**config.mk**
```make
export PLATFORM = sky130hd
export DESIGN_NAME = artdmx_packet_receiver_top
export DESIGN_NICKNAME = d
export VERILOG_FILES = /design/src/rtl/artdmx_pkg.sv /design/src/rtl/artdmx_packet_receiver_top.sv /design/src/rtl/artdmx_parser.sv /design/src/rtl/artdmx_queue.sv /design/src/rtl/artdmx_output.sv
export SDC_FILE = /design/constraint.sdc
export NUM_CORES = 1
export LEC_CHECK = 0
export ABC_CLOCK_PERIOD_IN_PS = 7400
export BUFFER_PORTS_ARGS = -buffer_cell sky130_fd_sc_hd__buf_2
export CORE_MARGIN = 10
export CORE_UTILIZATION = 45
export DETAILED_ROUTE_END_ITERATION = 8
export PLACE_DENSITY_LB_ADDON = 0.05
export SYNTH_ARGS = -nofsm -noshare
export SYNTH_HDL_FRONTEND = slang
export SYNTH_SLANG_ARGS = --single-unit
```
**constraint.sdc**
```tcl
create_clock -name clock -period 7.4 [get_ports clock]
set_input_delay 0.74 -clock clock [delete_from_list [all_inputs] [get_ports clock]]
set_output_delay 0.74 -clock clock [all_outputs]
set_load 0.03 [all_outputs]
```
**src/rtl/artdmx_pkg.sv**
```systemverilog
// ---------------------------------------------------------------------------
// artdmx package
// types, constants and register indexes of the artdmx packet receiver
// ---------------------------------------------------------------------------
`timescale 1ns / 1ps

package artdmx_pkg;

   localparam int FRAME_BYTES_DEFAULT    = 12288;
   localparam int UNIVERSE_BYTES_DEFAULT = 512;
   localparam int NUM_NETS_DEFAULT       = 2;

   localparam int ADDR_WIDTH      = 14;
   localparam int POS_WIDTH       = 10;
   localparam int CSR_INDEX_WIDTH = 1;
   localparam int CSR_DATA_WIDTH  = 16;

   // power of two, pointers wrap
   localparam int QUEUE_DEPTH = 2;

   localparam logic [CSR_INDEX_WIDTH-1:0] REG_DISPLAY_NET = 1'b0;
   localparam logic [CSR_INDEX_WIDTH-1:0] REG_MIN_VERSION = 1'b1;

   localparam logic [15:0] OPCODE_DMX          = 16'h5000;
   localparam logic [15:0] MIN_VERSION_DEFAULT = 16'd14;
   localparam logic        DISPLAY_NET_DEFAULT = 1'b1;
   localparam logic [8:0]  SEQ_NONE            = 9'h1FF;

   localparam int ID_LENGTH = 8;
   localparam logic [7:0] ID_BYTES [ID_LENGTH] = '{
      8'h41, 8'h72, 8'h74, 8'h2D, 8'h4E, 8'h65, 8'h74, 8'h00
   };

   localparam logic [POS_WIDTH-1:0] POS_ID_END     = 10'd8;
   localparam logic [POS_WIDTH-1:0] POS_OPCODE_LO  = 10'd8;
   localparam logic [POS_WIDTH-1:0] POS_OPCODE_HI  = 10'd9;
   localparam logic [POS_WIDTH-1:0] POS_VERSION_HI = 10'd10;
   localparam logic [POS_WIDTH-1:0] POS_VERSION_LO = 10'd11;
   localparam logic [POS_WIDTH-1:0] POS_SEQUENCE   = 10'd12;
   localparam logic [POS_WIDTH-1:0] POS_UNIVERSE   = 10'd14;
   localparam logic [POS_WIDTH-1:0] POS_NET        = 10'd15;
   localparam logic [POS_WIDTH-1:0] POS_LENGTH_HI  = 10'd16;
   localparam logic [POS_WIDTH-1:0] POS_LENGTH_LO  = 10'd17;
   localparam logic [POS_WIDTH-1:0] POS_DATA_START = 10'd18;
   localparam logic [POS_WIDTH-1:0] POS_MAX        = 10'd1023;

   typedef struct packed {
      logic [7:0] in_byte;
      logic       last_byte;
   } artdmx_req_type;

   typedef struct packed {
      logic                  write_enable;
      logic [ADDR_WIDTH-1:0] write_address;
      logic [7:0]            write_data;
      logic                  show_frame;
   } artdmx_rsp_type;

   typedef struct packed {
      logic full;
      logic empty;
   } artdmx_queue_status_type;

endpackage

```
**src/rtl/artdmx_packet_receiver_top.sv**
```systemverilog
// ---------------------------------------------------------------------------
// artdmx packet receiver top
// ArtDmx packet parser producing frame-buffer writes and show_frame marks
// ---------------------------------------------------------------------------
// usage
//   req_ channel: one UDP payload byte per transfer, last_byte on the final one
//   rsp_ channel: one result per data byte that lands in the frame buffer, and
//     on the final byte when the display net's sequence changed; bytes that
//     cause nothing produce no transfer
//   csr_ channel: index 0 display_net, index 1 min_protocol_version; csr_ready
//     is always high, write only while no packet is in flight
//   throughput: one byte per cycle, header and data alike, while req_stall is low
//   path: a result is pushed into the queue as its byte is taken, then moved
//     from the queue into the output register that drives rsp_valid
//   stall: a two-entry queue plus the output register absorb results while
//     rsp_stall is high; req_stall rises once the queue is full
//   reset: parser back at the packet start, no sequence seen on either net,
//     registers at their defaults, queue and output register empty
// ---------------------------------------------------------------------------
`timescale 1ns / 1ps

module artdmx_packet_receiver_top #(
   parameter int FRAME_BYTES    = artdmx_pkg::FRAME_BYTES_DEFAULT,
   parameter int UNIVERSE_BYTES = artdmx_pkg::UNIVERSE_BYTES_DEFAULT,
   parameter int NUM_NETS       = artdmx_pkg::NUM_NETS_DEFAULT
) (
   input  logic                                   clock,
   input  logic                                   reset,
   input  logic                                   req_valid,
   output logic                                   req_stall,
   input  artdmx_pkg::artdmx_req_type             req_data,
   output logic                                   rsp_valid,
   input  logic                                   rsp_stall,
   output artdmx_pkg::artdmx_rsp_type             rsp_data,
   input  logic                                   csr_valid,
   output logic                                   csr_ready,
   input  logic [artdmx_pkg::CSR_INDEX_WIDTH-1:0] csr_index,
   input  logic [artdmx_pkg::CSR_DATA_WIDTH-1:0]  csr_data
);
   import artdmx_pkg::*;

   logic                    item_take;
   logic                    push;
   logic                    pop;
   artdmx_rsp_type          push_data;
   artdmx_rsp_type          pop_data;
   artdmx_queue_status_type status;

   assign csr_ready = 1'b1;
   assign req_stall = status.full;
   assign item_take = req_valid && !status.full;

   artdmx_parser #(
      .FRAME_BYTES   (FRAME_BYTES),
      .UNIVERSE_BYTES(UNIVERSE_BYTES),
      .NUM_NETS      (NUM_NETS)
   ) u_parser (
      .clock    (clock),
      .reset    (reset),
      .csr_write(csr_valid && csr_ready),
      .csr_index(csr_index),
      .csr_data (csr_data),
      .item_take(item_take),
      .item_data(req_data),
      .push     (push),
      .push_data(push_data)
   );

   artdmx_queue u_queue (
      .clock    (clock),
      .reset    (reset),
      .push     (push),
      .push_data(push_data),
      .pop      (pop),
      .pop_data (pop_data),
      .status   (status)
   );

   artdmx_output u_output (
      .clock    (clock),
      .reset    (reset),
      .status   (status),
      .pop_data (pop_data),
      .pop      (pop),
      .rsp_stall(rsp_stall),
      .rsp_valid(rsp_valid),
      .rsp_data (rsp_data)
   );

endmodule

```
**src/rtl/artdmx_parser.sv**
```systemverilog
// ---------------------------------------------------------------------------
// artdmx parser
// front end: header capture, packet checks, frame-buffer write and show_frame decode
// ---------------------------------------------------------------------------
`timescale 1ns / 1ps

module artdmx_parser #(
   parameter int FRAME_BYTES    = artdmx_pkg::FRAME_BYTES_DEFAULT,
   parameter int UNIVERSE_BYTES = artdmx_pkg::UNIVERSE_BYTES_DEFAULT,
   parameter int NUM_NETS       = artdmx_pkg::NUM_NETS_DEFAULT
) (
   input  logic                                   clock,
   input  logic                                   reset,
   input  logic                                   csr_write,
   input  logic [artdmx_pkg::CSR_INDEX_WIDTH-1:0] csr_index,
   input  logic [artdmx_pkg::CSR_DATA_WIDTH-1:0]  csr_data,
   input  logic                                   item_take,
   input  artdmx_pkg::artdmx_req_type             item_data,
   output logic                                   push,
   output artdmx_pkg::artdmx_rsp_type             push_data
);
   import artdmx_pkg::*;

   localparam int CALC_WIDTH = ADDR_WIDTH + 1;

   logic [POS_WIDTH-1:0] pos_ff, pos_in;
   logic                 header_valid_ff, header_valid_in;
   logic [15:0]          opcode_ff, opcode_in;
   logic [15:0]          version_ff, version_in;
   logic [7:0]           sequence_ff, sequence_in;
   logic [3:0]           universe_ff, universe_in;
   logic [7:0]           net_ff, net_in;
   logic [7:0]           length_hi_ff, length_hi_in;
   logic [POS_WIDTH-1:0] length_ff, length_in;
   logic [8:0]           prev_seq_ff [2];
   logic [8:0]           prev_seq_in [2];
   logic                 display_net_ff, display_net_in;
   logic [15:0]          min_version_ff, min_version_in;

   logic                  accepted;
   logic [POS_WIDTH-1:0]  offset;
   logic [4:0]            block_index;
   logic [CALC_WIDTH-1:0] calc_addr;
   logic [15:0]           raw_length;
   logic                  write_hit;
   logic                  show_hit;

   always_comb begin
      accepted = header_valid_ff && (opcode_ff == OPCODE_DMX) &&
                 (version_ff >= min_version_ff) && (net_ff < 8'(NUM_NETS));
      offset      = pos_ff - POS_DATA_START;
      block_index = {net_ff[0], universe_ff};
      calc_addr   = CALC_WIDTH'(UNIVERSE_BYTES) * CALC_WIDTH'(block_index) +
                    CALC_WIDTH'(offset);
      raw_length  = {length_hi_ff, item_data.in_byte};
      write_hit   = (pos_ff >= POS_DATA_START) && (pos_ff < POS_MAX) &&
                    (offset < length_ff) && accepted &&
                    (calc_addr < CALC_WIDTH'(FRAME_BYTES));
      show_hit    = item_data.last_byte && (pos_ff >= POS_LENGTH_LO) && accepted &&
                    (net_ff[0] == display_net_ff) &&
                    (prev_seq_ff[net_ff[0]] != {1'b0, sequence_ff});
   end

   always_comb begin
      pos_in          = pos_ff;
      header_valid_in = header_valid_ff;
      opcode_in       = opcode_ff;
      version_in      = version_ff;
      sequence_in     = sequence_ff;
      universe_in     = universe_ff;
      net_in          = net_ff;
      length_hi_in    = length_hi_ff;
      length_in       = length_ff;
      prev_seq_in     = prev_seq_ff;
      if (item_take) begin
         if (pos_ff < POS_ID_END) begin
            if (item_data.in_byte != ID_BYTES[pos_ff[2:0]]) begin
               header_valid_in = 1'b0;
            end
         end else begin
            case (pos_ff)
               POS_OPCODE_LO:  opcode_in[7:0]   = item_data.in_byte;
               POS_OPCODE_HI:  opcode_in[15:8]  = item_data.in_byte;
               POS_VERSION_HI: version_in[15:8] = item_data.in_byte;
               POS_VERSION_LO: version_in[7:0]  = item_data.in_byte;
               POS_SEQUENCE:   sequence_in      = item_data.in_byte;
               POS_UNIVERSE:   universe_in      = item_data.in_byte[3:0];
               POS_NET:        net_in           = item_data.in_byte;
               POS_LENGTH_HI:  length_hi_in     = item_data.in_byte;
               POS_LENGTH_LO: begin
                  if (raw_length > 16'(UNIVERSE_BYTES)) begin
                     length_in = POS_WIDTH'(UNIVERSE_BYTES);
                  end else begin
                     length_in = raw_length[POS_WIDTH-1:0];
                  end
               end
               default: ;
            endcase
         end
         if (item_data.last_byte) begin
            if ((pos_ff >= POS_LENGTH_LO) && accepted) begin
               prev_seq_in[net_ff[0]] = {1'b0, sequence_ff};
            end
            pos_in          = '0;
            header_valid_in = 1'b1;
         end else if (pos_ff < POS_MAX) begin
            pos_in = pos_ff + 1'b1;
         end
      end
   end

   always_comb begin
      display_net_in = display_net_ff;
      min_version_in = min_version_ff;
      if (csr_write) begin
         case (csr_index)
            REG_DISPLAY_NET: display_net_in = csr_data[0];
            REG_MIN_VERSION: min_version_in = csr_data;
            default: ;
         endcase
      end
   end

   always_comb begin
      push                    = item_take && (write_hit || show_hit);
      push_data.write_enable  = write_hit;
      push_data.write_address = write_hit ? calc_addr[ADDR_WIDTH-1:0] : '0;
      push_data.write_data    = write_hit ? item_data.in_byte : '0;
      push_data.show_frame    = show_hit;
   end

   always_ff @(posedge clock) begin
      if (reset) begin
         pos_ff          <= '0;
         header_valid_ff <= 1'b1;
         opcode_ff       <= '0;
         version_ff      <= '0;
         sequence_ff     <= '0;
         universe_ff     <= '0;
         net_ff          <= '0;
         length_hi_ff    <= '0;
         length_ff       <= '0;
         prev_seq_ff[0]  <= SEQ_NONE;
         prev_seq_ff[1]  <= SEQ_NONE;
         display_net_ff  <= DISPLAY_NET_DEFAULT;
         min_version_ff  <= MIN_VERSION_DEFAULT;
      end else begin
         pos_ff          <= pos_in;
         header_valid_ff <= header_valid_in;
         opcode_ff       <= opcode_in;
         version_ff      <= version_in;
         sequence_ff     <= sequence_in;
         universe_ff     <= universe_in;
         net_ff          <= net_in;
         length_hi_ff    <= length_hi_in;
         length_ff       <= length_in;
         prev_seq_ff     <= prev_seq_in;
         display_net_ff  <= display_net_in;
         min_version_ff  <= min_version_in;
      end
   end

endmodule

```
**src/rtl/artdmx_queue.sv**
```systemverilog
// ---------------------------------------------------------------------------
// artdmx queue
// short result queue between the parser and the output stage
// ---------------------------------------------------------------------------
`timescale 1ns / 1ps

module artdmx_queue (
   input  logic                                clock,
   input  logic                                reset,
   input  logic                                push,
   input  artdmx_pkg::artdmx_rsp_type          push_data,
   input  logic                                pop,
   output artdmx_pkg::artdmx_rsp_type          pop_data,
   output artdmx_pkg::artdmx_queue_status_type status
);
   import artdmx_pkg::*;

   localparam int PTR_WIDTH   = (QUEUE_DEPTH > 1) ? $clog2(QUEUE_DEPTH) : 1;
   localparam int COUNT_WIDTH = $clog2(QUEUE_DEPTH + 1);

   artdmx_rsp_type         entry_ff [QUEUE_DEPTH];
   logic [PTR_WIDTH-1:0]   wr_ptr_ff, wr_ptr_in;
   logic [PTR_WIDTH-1:0]   rd_ptr_ff, rd_ptr_in;
   logic [COUNT_WIDTH-1:0] count_ff, count_in;

   always_comb begin
      wr_ptr_in = push ? wr_ptr_ff + 1'b1 : wr_ptr_ff;
      rd_ptr_in = pop ? rd_ptr_ff + 1'b1 : rd_ptr_ff;
      count_in  = count_ff;
      if (push && !pop) begin
         count_in = count_ff + 1'b1;
      end else if (pop && !push) begin
         count_in = count_ff - 1'b1;
      end
      pop_data     = entry_ff[rd_ptr_ff];
      status.full  = (count_ff == COUNT_WIDTH'(QUEUE_DEPTH));
      status.empty = (count_ff == '0);
   end

   always_ff @(posedge clock) begin
      if (push) begin
         entry_ff[wr_ptr_ff] <= push_data;
      end
   end

   always_ff @(posedge clock) begin
      if (reset) begin
         wr_ptr_ff <= '0;
         rd_ptr_ff <= '0;
         count_ff  <= '0;
      end else begin
         wr_ptr_ff <= wr_ptr_in;
         rd_ptr_ff <= rd_ptr_in;
         count_ff  <= count_in;
      end
   end

endmodule

```
**src/rtl/artdmx_output.sv**
```systemverilog
// ---------------------------------------------------------------------------
// artdmx output stage
// back end: moves queued results into the response register
// ---------------------------------------------------------------------------
`timescale 1ns / 1ps

module artdmx_output (
   input  logic                                clock,
   input  logic                                reset,
   input  artdmx_pkg::artdmx_queue_status_type status,
   input  artdmx_pkg::artdmx_rsp_type          pop_data,
   output logic                                pop,
   input  logic                                rsp_stall,
   output logic                                rsp_valid,
   output artdmx_pkg::artdmx_rsp_type          rsp_data
);
   import artdmx_pkg::*;

   logic           valid_ff, valid_in;
   artdmx_rsp_type data_ff, data_in;

   always_comb begin
      pop      = !status.empty && (!valid_ff || !rsp_stall);
      valid_in = valid_ff;
      data_in  = data_ff;
      if (pop) begin
         valid_in = 1'b1;
         data_in  = pop_data;
      end else if (!rsp_stall) begin
         valid_in = 1'b0;
      end
   end

   always_ff @(posedge clock) begin
      data_ff <= data_in;
   end

   always_ff @(posedge clock) begin
      if (reset) begin
         valid_ff <= 1'b0;
      end else begin
         valid_ff <= valid_in;
      end
   end

   assign rsp_valid = valid_ff;
   assign rsp_data  = data_ff;

endmodule

```
Word level (Yosys, flattened, before mapping)
Memories as Yosys holds them, arrays and structs flattened. A register that Yosys moved wholly into a read port is not among the register bits.
Cells that the tools add are included.

cells by class
  add/sub/neg operators = 7
  magnitude comparators = 12
  equal/unequal tests = 15
  multiplexer cells = 22
  bitwise logic cells = 4
  reductions and logical operators = 45

operators by type and width
  cell                                                                                  number
  10-bit by 4-bit == test with 1-bit output, second input constant                      7
  9-bit 2-to-1 mux                                                                      4
  3-bit AND reduction                                                                   11
  10-bit 2-to-1 mux                                                                     3
  8-bit 2-to-1 mux                                                                      3
  10-bit by 5-bit == test with 1-bit output, second input constant                      2
  10-bit by 5-bit greater-or-equal comparator with 1-bit output, second input constant  2
  18-bit bitwise mux                                                                    1
  1-bit logical AND                                                                     18
  16-bit by 15-bit == test with 1-bit output, second input constant                     1
  16-bit greater-or-equal comparator                                                    1
  16-bit by 10-bit > comparator with 1-bit output, second input constant                1
  14-bit by 10-bit adder with 15-bit output                                             1
  15-bit by 14-bit < comparator with 1-bit output, second input constant                1
  14-bit 2-to-1 mux                                                                     1
  10-bit by 1-bit adder with 10-bit output, second input constant                       1
  10-bit < comparator                                                                   1
  10-bit < comparator, second input constant                                            1
  10-bit by 4-bit < comparator with 1-bit output, second input constant                 1
  10-bit by 5-bit subtractor with 10-bit output, second input constant                  1
  9-bit demux with 1-bit select                                                         1
  9-bit by 8-bit inequality test with 1-bit output                                      1
  8-bit by 2-bit < comparator with 1-bit output, second input constant                  1
  8-bit inequality test                                                                 1
  other kinds (19)                                                                      39

storage, ports and cells
  flip-flop bits (word level) = 121
  bits in writable memories = 48
  memory bits (read-only) = 64
  output and inout port bits = 27
  memories = 2

memories
  name              words  width  read ports  clocked after Yosys merged registers in  write ports  line                 text
  (no name shown)   8      8      1           0                                        0            artdmx_parser.sv:77  if (item_data.in_byte != ID_BYTES[pos_ff[2:0]]) begin
  u_queue.entry_ff  2      24     1           1                                        1            artdmx_queue.sv:21   artdmx_rsp_type entry_ff [QUEUE_DEPTH];

Logic depth before layout (Yosys ltp)
Gate-level depths: netlist of the first run.

  depth after elaboration = 13
  mapped depth = 20
  mapped depth without buffers = 19

Modules after synthesis
A second synthesis of the first run with hierarchy kept.

unflattened totals
  cell total of the unflattened synthesis = 907
  area total of the unflattened synthesis = 8,837.2 sq um

by module, submodules not included
  module                      times used  cells an instance  area each (sq um)  sequential area each (sq um)
  artdmx_parser               1           779                6,114.6            2,322.2
  artdmx_queue                1           97                 1,939.4            1,541.5
  artdmx_output               1           28                 758.2              740.7
  artdmx_packet_receiver_top  1           3                  25.0               0.0

Worst setup path before layout of the first run
Ideal clock, no wire load.

  path kind = register to register
  from = register u_parser.pos_ff[2]
  to = memory u_queue.entry_ff[1][0] (netlist bit) (enable)
  library setup time = 0.405 ns
  data arrival time = 3.806 ns
  setup slack = 3.189 ns
  stages on the path, launching flop included = 17
  buffers on the path = 1
  clock period less this slack = 4.211 ns
  cell sequence = dfxtp_1 -> clkbuf_1 -> inv_1 -> ha_1 -> nand2b_1 -> a21oi_1 -> xor2_1 -> ha_1 -> ha_1 -> nand2_1 -> a211oi_1 -> o21ai_0 -> o311a_4 -> nand4_4 -> inv_4 -> o21ai_1 -> nor2_1

on the way
  longest elaborated chain between the ends = 9
  elaborated cells between the ends (all ways) = 19
  classes of those cells = add/sub (2); order compare (5); mux (2); reduce/logical (10)

RTL lines
  item                                                                                               line                  text
  start, declared                                                                                    artdmx_parser.sv:26   logic [POS_WIDTH-1:0] pos_ff, pos_in;
  start signal, assigned                                                                             artdmx_parser.sv:148  pos_ff <= pos_in;
  parallel branches: the longest is 5 deep, another holds 14-bit by 10-bit adder with 15-bit output  --
  1-bit logical OR *                                                                                 artdmx_parser.sv:125  push = item_take && (write_hit || show_hit);
  1-bit logical AND *                                                                                artdmx_parser.sv:125
  1-bit 2-to-1 mux *                                                                                 artdmx_queue.sv:41    if (push) begin
  1-bit 2-to-1 mux (not written as such) *                                                           artdmx_queue.sv:42    entry_ff[wr_ptr_ff] <= push_data;
  end, declared                                                                                      artdmx_queue.sv:21

Every way passes the cells marked *.

Worst setup path in the final report of the first run
  from = register u_parser.pos_ff[2]
  to = memory u_queue.entry_ff[0][21] (netlist bit) (enable)

Same word-level chain as after synthesis.

==> results.py, run 1 <==
metrics = {
    "drt": {
        "wire_per_inst_um": 17.1,
        "vias": 6119,
        "first_iter_violations": 314,
        "drc_errors": 0,
        "drt-pass1-iter-count": 5,
        "routed_wl_mm": 19.9,
        "ant_nets": 0,
        "avgViaCountPerCell": 5.27,
    },
    "yosys": {
        "ys_seq_area_share_pct": 52.6,
        "synth-edff-count": 72,
        "syn_nets": 929,
        "yosysWarnings": 0,
        "syn-cell-area_um2": 8720,
        "synthDistinctLibCells": 59,
        "yosys_register_bits": 193,
        "syn_area_per_cell_um2": 10.1,
        "synth-main-ff-cell": "dfxtp_1",
        "async_reset_ff_share_pct": 0,
        "synth_cells": 861,
    },
    "layout": {
        "nets": 956,
        "diodes": 0,
        "nFillCells": 1766,
        "area_growth_pct": 11.3,
        "drive_gt1_share_pct": 14.5,
        "finalInstanceArea_um2": 9710,
    },
    "setup_path": {
        "worstSetupStartpointType": "register",
        "ff2ff_path_depth": 12,
        "crit_type": "reg -> reg",
        "critPathArrivalTime_ps": 4500,
        "cp.required_ps": 7450,
        "crit_path_end_kind": "register",
        "crit_fanout": 24,
    },
    "die": {
        "die_w_um": 159,
        "initial_core_util_pct": 46.2,
        "coreArea_um2": 18900,
        "ios": 58,
        "chipHeight_um": 159,
        "dieArea_um2": 25400,
        "num_rows": 50,
    },
    "placement": {
        "dp_hpwl_mm": 13.6,
        "port_buffers": 56,
        "postPlaceCellArea_um2": 9120,
        "gp_congestion": 0.843,
    },
    "sta": {
        "tightestPinTransition_ps": 1140,
        "relSlewSlack_pct": 23.7,
        "max_freq_ghz": 0.224,
        "layout_min_cycle_time_ps": 4460,
        "finalClockSkew_ps": 9.86,
        "finalSetupTns_ps": 0,
        "setup_violations": 0,
        "drv_slew": 0,
        "finalCritPeriodShare_pct": 60.2,
        "rsz0062_at_grt": "false",
        "hold_viol_final": 0,
    },
    "flow_run": {
        "cap_violations": 0,
    },
    "worst_hold_path": {
        "hold_class": "reg -> reg",
        "min_path_cells": 2,
    },
    "clock_network": {
        "hold_buffers": 0,
        "clock_path_buffers": 2,
        "post_cts_resized": 0,
        "htreeDepth": 4,
        "path_clk_slew_ps": 70,
        "cts_buffers": 17,
        "worstSkewPairLatency_ps": 430,
        "post_cts_buffers": 0,
        "cts_sinks": 193,
        "tritoncts": "built",
        "cts_root_buf": "clkbuf_16",
    },
    "global_route": {
        "grt_use_total_pct": 15.6,
        "grtUsageMet2_pct": 26.7,
        "met3_usage_pct": 2.79,
        "grt_pass1_vias": 6089,
        "antenna_found_initial": 0,
        "globalRoute.totalOverflow": 0,
        "busiest_layer": "met2",
        "grt_start_max_net_pins": 105,
        "grt_pass1_wl_mm": 32.2,
        "grt_use_met1_pct": 19.1,
    },
    "pwr": {
        "intPower_uw": 1620,
        "total_leakage_power_uw": 0.00357,
        "comb_power_share_pct": 3.6,
        "clockPowerShare_pct": 43.8,
        "seq_power_share_pct": 52.6,
        "peakVddDrop_uv": 151,
        "power_switching_uw": 470,
        "swShare_pct": 22.5,
        "power_density_nw_per_um2": 216,
    },
    "run_status": {
        "outcome": "finished clean",
    },
}
## synth_stat cells, types with 9 or more instances
cell type  instances  share of area (%)
a211o_1           17                1.7
a21oi_1           82                4.7
and2_1            14                1.0
clkbuf_1          36                1.5
dfxtp_1          121                 28
edfxtp_1          72                 25
ha_1              37                5.3
inv_1             38                1.6
mux2_2            24                3.1
mux2i_1           31                3.6
nand2_1           99                4.3
nand3_1           56                3.2
nor2_1            58                2.5
nor2b_1           19                1.4
nor4_1             9               0.65
o21ai_0           15               0.86
xnor2_1           17                1.7
xor2_1            16                1.6
## worst max-delay path, cell delays in order (launching register included)
cell	delay, ps
dfxtp_1	690
nor2_1	140
a21boi_0	620
nor2_1	130
ha_1	320
a21o_1	190
a2111oi_0	370
o21ai_0	200
nand4_1	180
nand4_4	190
inv_4	200
o211ai_2	110
inv_1	720
## flip-flops by register name, summed over array words and instances (netlist names)
signal / cells
u_parser.length_hi_ff: 8
u_queue.wr_ptr_ff: 1
u_queue.rd_ptr_ff: 1
u_parser.net_ff: 8
u_output.rsp_data: 24
u_parser.header_valid_ff: 1
u_parser.sequence_ff: 8
u_parser.min_version_ff: 16
u_parser.prev_seq_ff: 18
u_queue.entry_ff: 48
u_parser.opcode_ff: 16
u_output.rsp_valid: 1
u_parser.version_ff: 16
u_parser.length_ff: 10
u_queue.count_ff: 2
u_parser.pos_ff: 10
u_parser.universe_ff: 4
u_parser.display_net_ff: 1
## per-stage QoR
stage | hold WS, ps | total power [uW] | worst slack, ps | util [%] | std cells
4_1_cts | 456 | 2110 | 2950 | 51.4 | 1161
2_1_floorplan | 418 | 1170 | 3190 | - | 861
3_3_place_gp | 443 | 1200 | 3080 | 48.3 | 1129
3_5_place_dp | 447 | 1200 | 2980 | 48.3 | 1129
6_report | 455 | 2090 | 2940 | 51.4 | 1161
5_1_grt | 470 | 2170 | 2650 | 51.4 | 1161
## logic make-up (layout without fill, tap and decap cells)
kind of cell / after synthesis / count (layout) / share of synthesized area [%]
AOI/OAI and AO/OA: 139 / 139 / 9.68
xor gates and xnor gates: 33 / 33 / 3.31
adders and majority gates: 37 / 37 / 5.31
buffers and inverters: 90 / 130 / 4.37
DFF: 193 / 193 / 52.6
muxes: 55 / 55 / 6.66
other: 1 / 1 / 0.0430
and+or+nand+nor: 313 / 313 / 18.1
## power by group through the flow
stage                     registers, uW  logic (uW)  clock network, uW
after global placement             1130        74.5                  0
after detailed placement           1130        75.6                  0
after global routing               1100        83.3                983
after floorplan                    1120        47.8                  0
after CTS                          1100        76.3                934
final                              1100        75.0                916
## routing by layer
metal	vias to the layer above	share of wire, %
met3	27	3.8
met2	124	50
met4	0	1.8
met5	-	0
met1	2906	45
li1	3062	-
## worst paths after layout
check	start	to	slack, ps
setup / recovery	u_parser.pos_ff[2]	u_queue.entry_ff[0][21]	2940
hold / removal	u_parser.opcode_ff[9]	u_parser.opcode_ff[9]	450
setup reg to reg	u_parser.pos_ff[2]	u_queue.entry_ff[0][21]	2940
hold reg to reg	u_parser.opcode_ff[9]	u_parser.opcode_ff[9]	450
## area by class of cell
class                   instances  area [um^2]  share of cell area (%)
flip-flops and latches        193         4580                    47.2
multi-input cells             578         3760                    38.7
clock buffers                  17          425                    4.38
well taps                     260          325                    3.35
repair buffers                 59          305                    3.15
clock inverters                15          156                    1.61
inverters                      39          149                    1.53
## cell usage in the layout, fill, tap and decap left out, types with 5 or more instances in the layout
cell	netlist	layout
and2_1	14	14
o21ai_0	15	15
edfxtp_1	72	72
nor4_1	9	9
ha_1	37	37
nand2_1	99	99
mux2_2	24	24
mux2i_1	31	31
nand3_1	56	56
dfxtp_1	121	121
xor2_1	16	16
buf_2	6	55
a211o_1	17	17
inv_1	38	38
xnor2_1	17	17
nor3_1	8	8
nand2b_1	5	5
a211oi_1	6	6
nor2b_1	19	19
nor2_1	58	57
clkbuf_16	0	17
nand4_1	6	6
a21oi_1	82	82
No activity file was read; power rests on OpenSTA's default activity.
==> inputs of run 2 (changes only) <==
--- a/config.mk
+++ b/config.mk
@@ -5,7 +5,7 @@
 export SDC_FILE = /design/constraint.sdc
 export NUM_CORES = 1
 export LEC_CHECK = 0
-export ABC_CLOCK_PERIOD_IN_PS = 7400
+export ABC_CLOCK_PERIOD_IN_PS = 4180
 export BUFFER_PORTS_ARGS = -buffer_cell sky130_fd_sc_hd__buf_2
 export CORE_MARGIN = 10
 export CORE_UTILIZATION = 45
==> constraint.sdc (replaced) <==
create_clock -name clock -period 4.18 [get_ports clock]
set_input_delay 0.418 -clock clock [delete_from_list [all_inputs] [get_ports clock]]
set_output_delay 0.418 -clock clock [all_outputs]
set_load 0.03 [all_outputs]
==> results.py, run 2 (synthesis results as in run 1) <==
metrics = {
    "sta": {
        "finalClockSkew_ps": 11.5,
        "relSlewSlack_pct": 18.7,
        "hold_viol_final": 0,
        "rsz0062_at_grt": "false",
        "tightestPinTransition_ps": 1220,
        "max_freq_ghz": 0.255,
        "finalSetupTns_ps": 0,
        "layout_min_cycle_time_ps": 3930,
        "setup_violations": 0,
        "drv_slew": 0,
        "finalCritPeriodShare_pct": 94.0,
    },
    "layout": {
        "top_register": "u_queue.entry_ff",
        "diodes": 0,
        "finalInstanceArea_um2": 9800,
        "final_common_cell": "dfxtp_1",
        "final_cell_mix": "121 x dfxtp_1, 99 x nand2_1, 82 x a21oi_1",
        "area_growth_pct": 12.4,
        "drive_gt1_share_pct": 15.5,
        "nets": 964,
        "largest_reg_flops": 48,
    },
    "setup_path": {
        "ff2ff_path_depth": 16,
        "worst_path_most_repeated_cell": "ha_1",
        "rrSetupSlack_ps": 250,
        "critPathArrivalTime_ps": 4280,
        "setup.worst_path.end": "u_queue.count_ff[1]",
        "max_stage_delay_ps": 580,
        "worstSetupStartpointType": "register",
        "crit_type": "reg -> reg",
        "crit_fanout": 9,
        "crit_buf_inv": 2,
        "r2r_start": "u_parser.pos_ff[5]",
        "crit_path_end_kind": "register",
        "reg2reg_to": "u_queue.count_ff[1]",
        "critPathLaunch": "u_parser.pos_ff[5]",
        "crit_cells": 16,
        "slowest_stage": "or4_4",
        "cp.required_ps": 4530,
        "crit_family": "simple AND/OR/NAND/NOR gates",
        "path_cells": "or4_4 -> a21oi_1 -> xor2_1 -> ha_1 -> ha_1 -> nand2_1 -> a211oi_1 -> o21ai_0 -> o311a_4 -> nand4_4 -> inv_4 -> o21ai_1 -> inv_1 -> ha_1 -> or3_1 -> a21oi_1",
    },
    "die": {
        "initial_core_util_pct": 46.2,
        "coreArea_um2": 18900,
        "die_w_um": 159,
        "chipHeight_um": 159,
        "ios": 58,
        "num_rows": 50,
        "dieArea_um2": 25400,
    },
    "global_route": {
        "grt_pass1_vias": 6418,
        "globalRoute.totalOverflow": 0,
        "antenna_found_initial": 0,
        "grt_pass1_wl_mm": 32.6,
        "grt_start_max_net_pins": 115,
        "grt_use_total_pct": 15.6,
    },
    "drt": {
        "ant_nets": 0,
        "drc_errors": 0,
        "first_iter_violations": 253,
        "avgViaCountPerCell": 5.34,
        "routed_wl_mm": 19.8,
        "drt-pass1-iter-count": 4,
        "wire_per_inst_um": 17.0,
        "vias": 6247,
    },
    "pwr": {
        "power_density_nw_per_um2": 389,
        "peakVddDrop_uv": 277,
        "total_leakage_power_uw": 0.00364,
        "total_power_uw": 3810,
    },
    "clock_network": {
        "post_cts_buffers": 0,
        "cts_buffers": 17,
        "post_cts_resized": 0,
        "clock_path_buffers": 2,
        "cts_root_buf": "clkbuf_16",
        "htreeDepth": 4,
        "cts_sinks": 193,
        "worstSkewPairLatency_ps": 430,
        "hold_buffers": 0,
        "path_clk_slew_ps": 80,
        "tritoncts": "built",
    },
    "placement": {
        "gp_congestion": 0.846,
        "postPlaceCellArea_um2": 9180,
        "port_buffers": 56,
        "dp_hpwl_mm": 13.6,
    },
    "flow_run": {
        "cap_violations": 0,
    },
    "run_status": {
        "outcome": "finished clean",
    },
    "worst_hold_path": {
        "min_path_cells": 3,
        "hold_class": "in -> reg",
    },
}
==> run 2: changes by cell type in the layout (fill, tap and decap cells not counted), sizes merged <==
| cell | before | now |
|---|---|---|
| clkinvlp | 3 | 2 |
| clkinv | 5 | 2 |
| buf | 59 | 67 |
| inv | 44 | 47 |
| bufinv | 2 | 3 |
==> run 2: worst min-delay path by stage <==
stage | to | slack [ps] | start
2_1_floorplan | u_parser.header_valid_ff | 420 | u_parser.header_valid_ff
3_3_place_gp | u_parser.opcode_ff[12] | 440 | u_parser.opcode_ff[12]
3_5_place_dp | u_parser.opcode_ff[12] | 440 | u_parser.opcode_ff[12]
4_1_cts | u_parser.min_version_ff[2] | 190 | csr_data[2]
5_1_grt | u_parser.min_version_ff[2] | 190 | csr_data[2]
6_report | u_parser.min_version_ff[2] | 200 | csr_data[2]
==> run 2: per-layer routing <==
layer	part of all wire, %	up-vias	GRT usage, %
met5	0	-	0
met4	2.1	0	6.19
met3	3.0	31	2.94
met2	50	114	27.1
met1	44	3028	18.5
li1	-	3074	-
==> run 2: area by class of cell <==
type / count / area [um^2]
tap: 260 / 325
clock buffer: 17 / 425
timing repair buffer: 67 / 365
fill: 1773 / 9090
inverter: 39 / 149
multi-input combinational: 578 / 3760
clock inverter: 15 / 194
sequential: 193 / 4580
==> run 2: report_power, final <==
| part | internal [uW] | leakage [uW] | total, uW | switching, uW |
|---|---|---|---|---|
| clock network | 962 | 0.000300 | 1730 | 769 |
| registers | 1940 | 0.00168 | 1950 | 6.06 |
| logic | 40.3 | 0.00166 | 133 | 93.1 |
==> run 2: worst register-to-register path, cell delays in order (launching register included) <==
cell and delay (ps):
dfxtp_1 410, or4_4 580, a21oi_1 160, xor2_1 230
ha_1 250, ha_1 240, nand2_1 70, a211oi_1 220
o21ai_0 170, o311a_4 170, nand4_4 160, inv_4 40
o21ai_1 200, inv_1 80, ha_1 330, or3_1 380
a21oi_1 150
==> run 2: metrics by stage <==
| step | std cells | utilization (%) | setup slack, ps | hold slack, ps |
|---|---|---|---|---|
| finish | 1169 | 51.9 | 252 | 197 |
| global route | 1169 | 51.9 | 43.8 | 193 |
| CTS | 1169 | 51.9 | 286 | 186 |
| detailed placement | 1137 | 48.6 | 310 | 444 |
| global placement | 1137 | 48.6 | 483 | 441 |
| floorplan | 861 | - | 357 | 418 |
==> inputs of run 3 (changes only) <==
--- a/config.mk
+++ b/config.mk
@@ -8,7 +8,7 @@
 export ABC_CLOCK_PERIOD_IN_PS = 4180
 export BUFFER_PORTS_ARGS = -buffer_cell sky130_fd_sc_hd__buf_2
 export CORE_MARGIN = 10
-export CORE_UTILIZATION = 45
+export CORE_UTILIZATION = 35
 export DETAILED_ROUTE_END_ITERATION = 8
 export PLACE_DENSITY_LB_ADDON = 0.05
 export SYNTH_ARGS = -nofsm -noshare
==> results.py, run 3 (synthesis results as in run 1) <==
metrics = {
    "sta": {
        "drv_slew": 0,
        "finalCritPeriodShare_pct": 92.4,
        "final.setup.worst_slack_ps": 319,
        "finalSetupTns_ps": 0,
        "tightestPinTransition_ps": 1200,
        "layout_min_cycle_time_ps": 3860,
        "relSlewSlack_pct": 19.6,
        "finalClockSkew_ps": 20.6,
        "hold_viol_final": 0,
        "fin_hold_ws_ps": 201,
        "rsz0062_at_grt": "false",
        "setup_violations": 0,
        "max_freq_ghz": 0.259,
    },
    "clock_network": {
        "worstSkewPairLatency_ps": 430,
        "cts_sinks": 193,
        "clock_path_buffers": 2,
        "cts_root_buf": "clkbuf_16",
        "post_cts_resized": 0,
        "path_clk_slew_ps": 70,
        "htreeDepth": 4,
        "hold_buffers": 0,
        "post_cts_buffers": 0,
        "cts_buffers": 17,
        "tritoncts": "built",
    },
    "die": {
        "die_w_um": 178,
        "initial_core_util_pct": 35.8,
        "ios": 58,
        "coreArea_um2": 24400,
        "num_rows": 57,
        "chipHeight_um": 178,
        "dieArea_um2": 31600,
    },
    "layout": {
        "final_common_cell": "dfxtp_1",
        "top_register": "u_queue.entry_ff",
        "final_cell_mix": "121 x dfxtp_1, 99 x nand2_1, 82 x a21oi_1",
        "diodes": 0,
        "finalInstanceArea_um2": 9860,
        "area_growth_pct": 13.1,
        "largest_reg_flops": 48,
        "nets": 963,
        "nFillCells": 2436,
        "drive_gt1_share_pct": 15.4,
    },
    "pwr": {
        "peakVddDrop_uv": 267,
        "total_leakage_power_uw": 0.00362,
        "power_density_nw_per_um2": 378,
    },
    "drt": {
        "avgViaCountPerCell": 5.02,
        "ant_nets": 0,
        "first_iter_violations": 327,
        "vias": 6189,
        "wire_per_inst_um": 17.5,
        "routed_wl_mm": 21.5,
        "drt-pass1-iter-count": 5,
        "drc_errors": 0,
    },
    "global_route": {
        "antenna_found_initial": 0,
        "globalRoute.totalOverflow": 0,
        "grt_start_max_net_pins": 73,
        "grt_pass1_vias": 6167,
        "grt_use_total_pct": 13.7,
        "grt_pass1_wl_mm": 34.1,
    },
    "placement": {
        "dp_hpwl_mm": 14.7,
        "postPlaceCellArea_um2": 9270,
        "gp_congestion": 0.816,
        "post-place-ws_ps": 309,
        "port_buffers": 56,
    },
    "setup_path": {
        "slowest_stage": "or4_4",
        "cp.required_ps": 4530,
        "crit_buf_inv": 2,
        "crit_path_end_kind": "register",
        "crit_type": "reg -> reg",
        "critPathArrivalTime_ps": 4210,
        "max_stage_delay_ps": 580,
        "worst_path_most_repeated_cell": "ha_1",
        "crit_fanout": 9,
        "crit_family": "simple AND/OR/NAND/NOR gates",
        "path_cells": "or4_4 -> a21oi_1 -> xor2_1 -> ha_1 -> ha_1 -> nand2_1 -> a211oi_1 -> o21ai_0 -> o311a_4 -> nand4_4 -> inv_4 -> o21ai_1 -> inv_1 -> ha_1 -> or3_1 -> a21oi_1",
        "worstSetupStartpointType": "register",
    },
    "flow_run": {
        "cap_violations": 0,
    },
    "run_status": {
        "outcome": "finished clean",
    },
    "worst_hold_path": {
        "hold_class": "in -> reg",
    },
}
==> run 3: cell count changes in the layout (fill, tap and decap cells not counted), sizes merged <==
cell	previous run	this run
bufinv	3	1
clkinvlp	2	4
buf	67	66
clkinv	2	3
inv	47	46
==> run 3: path summary, 6_finish.rpt <==
path	start	to	slack (ps)	cells after the start
max	u_parser.pos_ff[5]	u_queue.count_ff[1]	320	16
min	csr_data[3]	u_parser.min_version_ff[3]	200	3
max reg2reg	u_parser.pos_ff[5]	u_queue.count_ff[1]	320	16
min reg2reg	u_parser.opcode_ff[12]	u_parser.opcode_ff[12]	450	2
==> run 3: metrics by stage <==
stage | cells | total power, uW | util [%]
2_1_floorplan | 861 | 2070 | -
6_report | 1232 | 3720 | 40.4
5_1_grt | 1232 | 3870 | 40.4
4_1_cts | 1232 | 3770 | 40.4
3_5_place_dp | 1200 | 2130 | 38.0
3_3_place_gp | 1200 | 2130 | 38.0
==> run 3: metal layers <==
metal  part of all wire, %  routed length, um  vias to the layer above  GRT usage (%)
met2                    50              10800                      104           23.8
li1                      -                  -                     3079              -
met1                    46               9890                     2998           17.2
met3                   3.4                730                        8           2.76
met5                     0                  0                        -              0
met4                  0.76                164                        0           2.85
==> run 3: worst min-delay path: stages <==
cell	delay, ps
buf_2	70
nand2_1	40
nand3b_1	70
==> run 3: final cells by class <==
cell class | instances | area (um^2) | share of cell area [%]
Clock buffer | 17 | 425 | 4.31
Clock inverter | 15 | 168 | 1.70
Inverter | 39 | 149 | 1.51
Multi-Input combinational cell | 578 | 3760 | 38.1
Sequential cell | 193 | 4580 | 46.5
Tap cell | 324 | 405 | 4.11
Timing Repair Buffer | 66 | 370 | 3.76
==> run 3: power by group <==
group          leakage [uW]  switching, uW  internal (uW)
Combinational       0.00166           97.7           40.8
Clock              0.000280            783            854
Sequential          0.00168           5.84           1940
Total               0.00362            887           2840
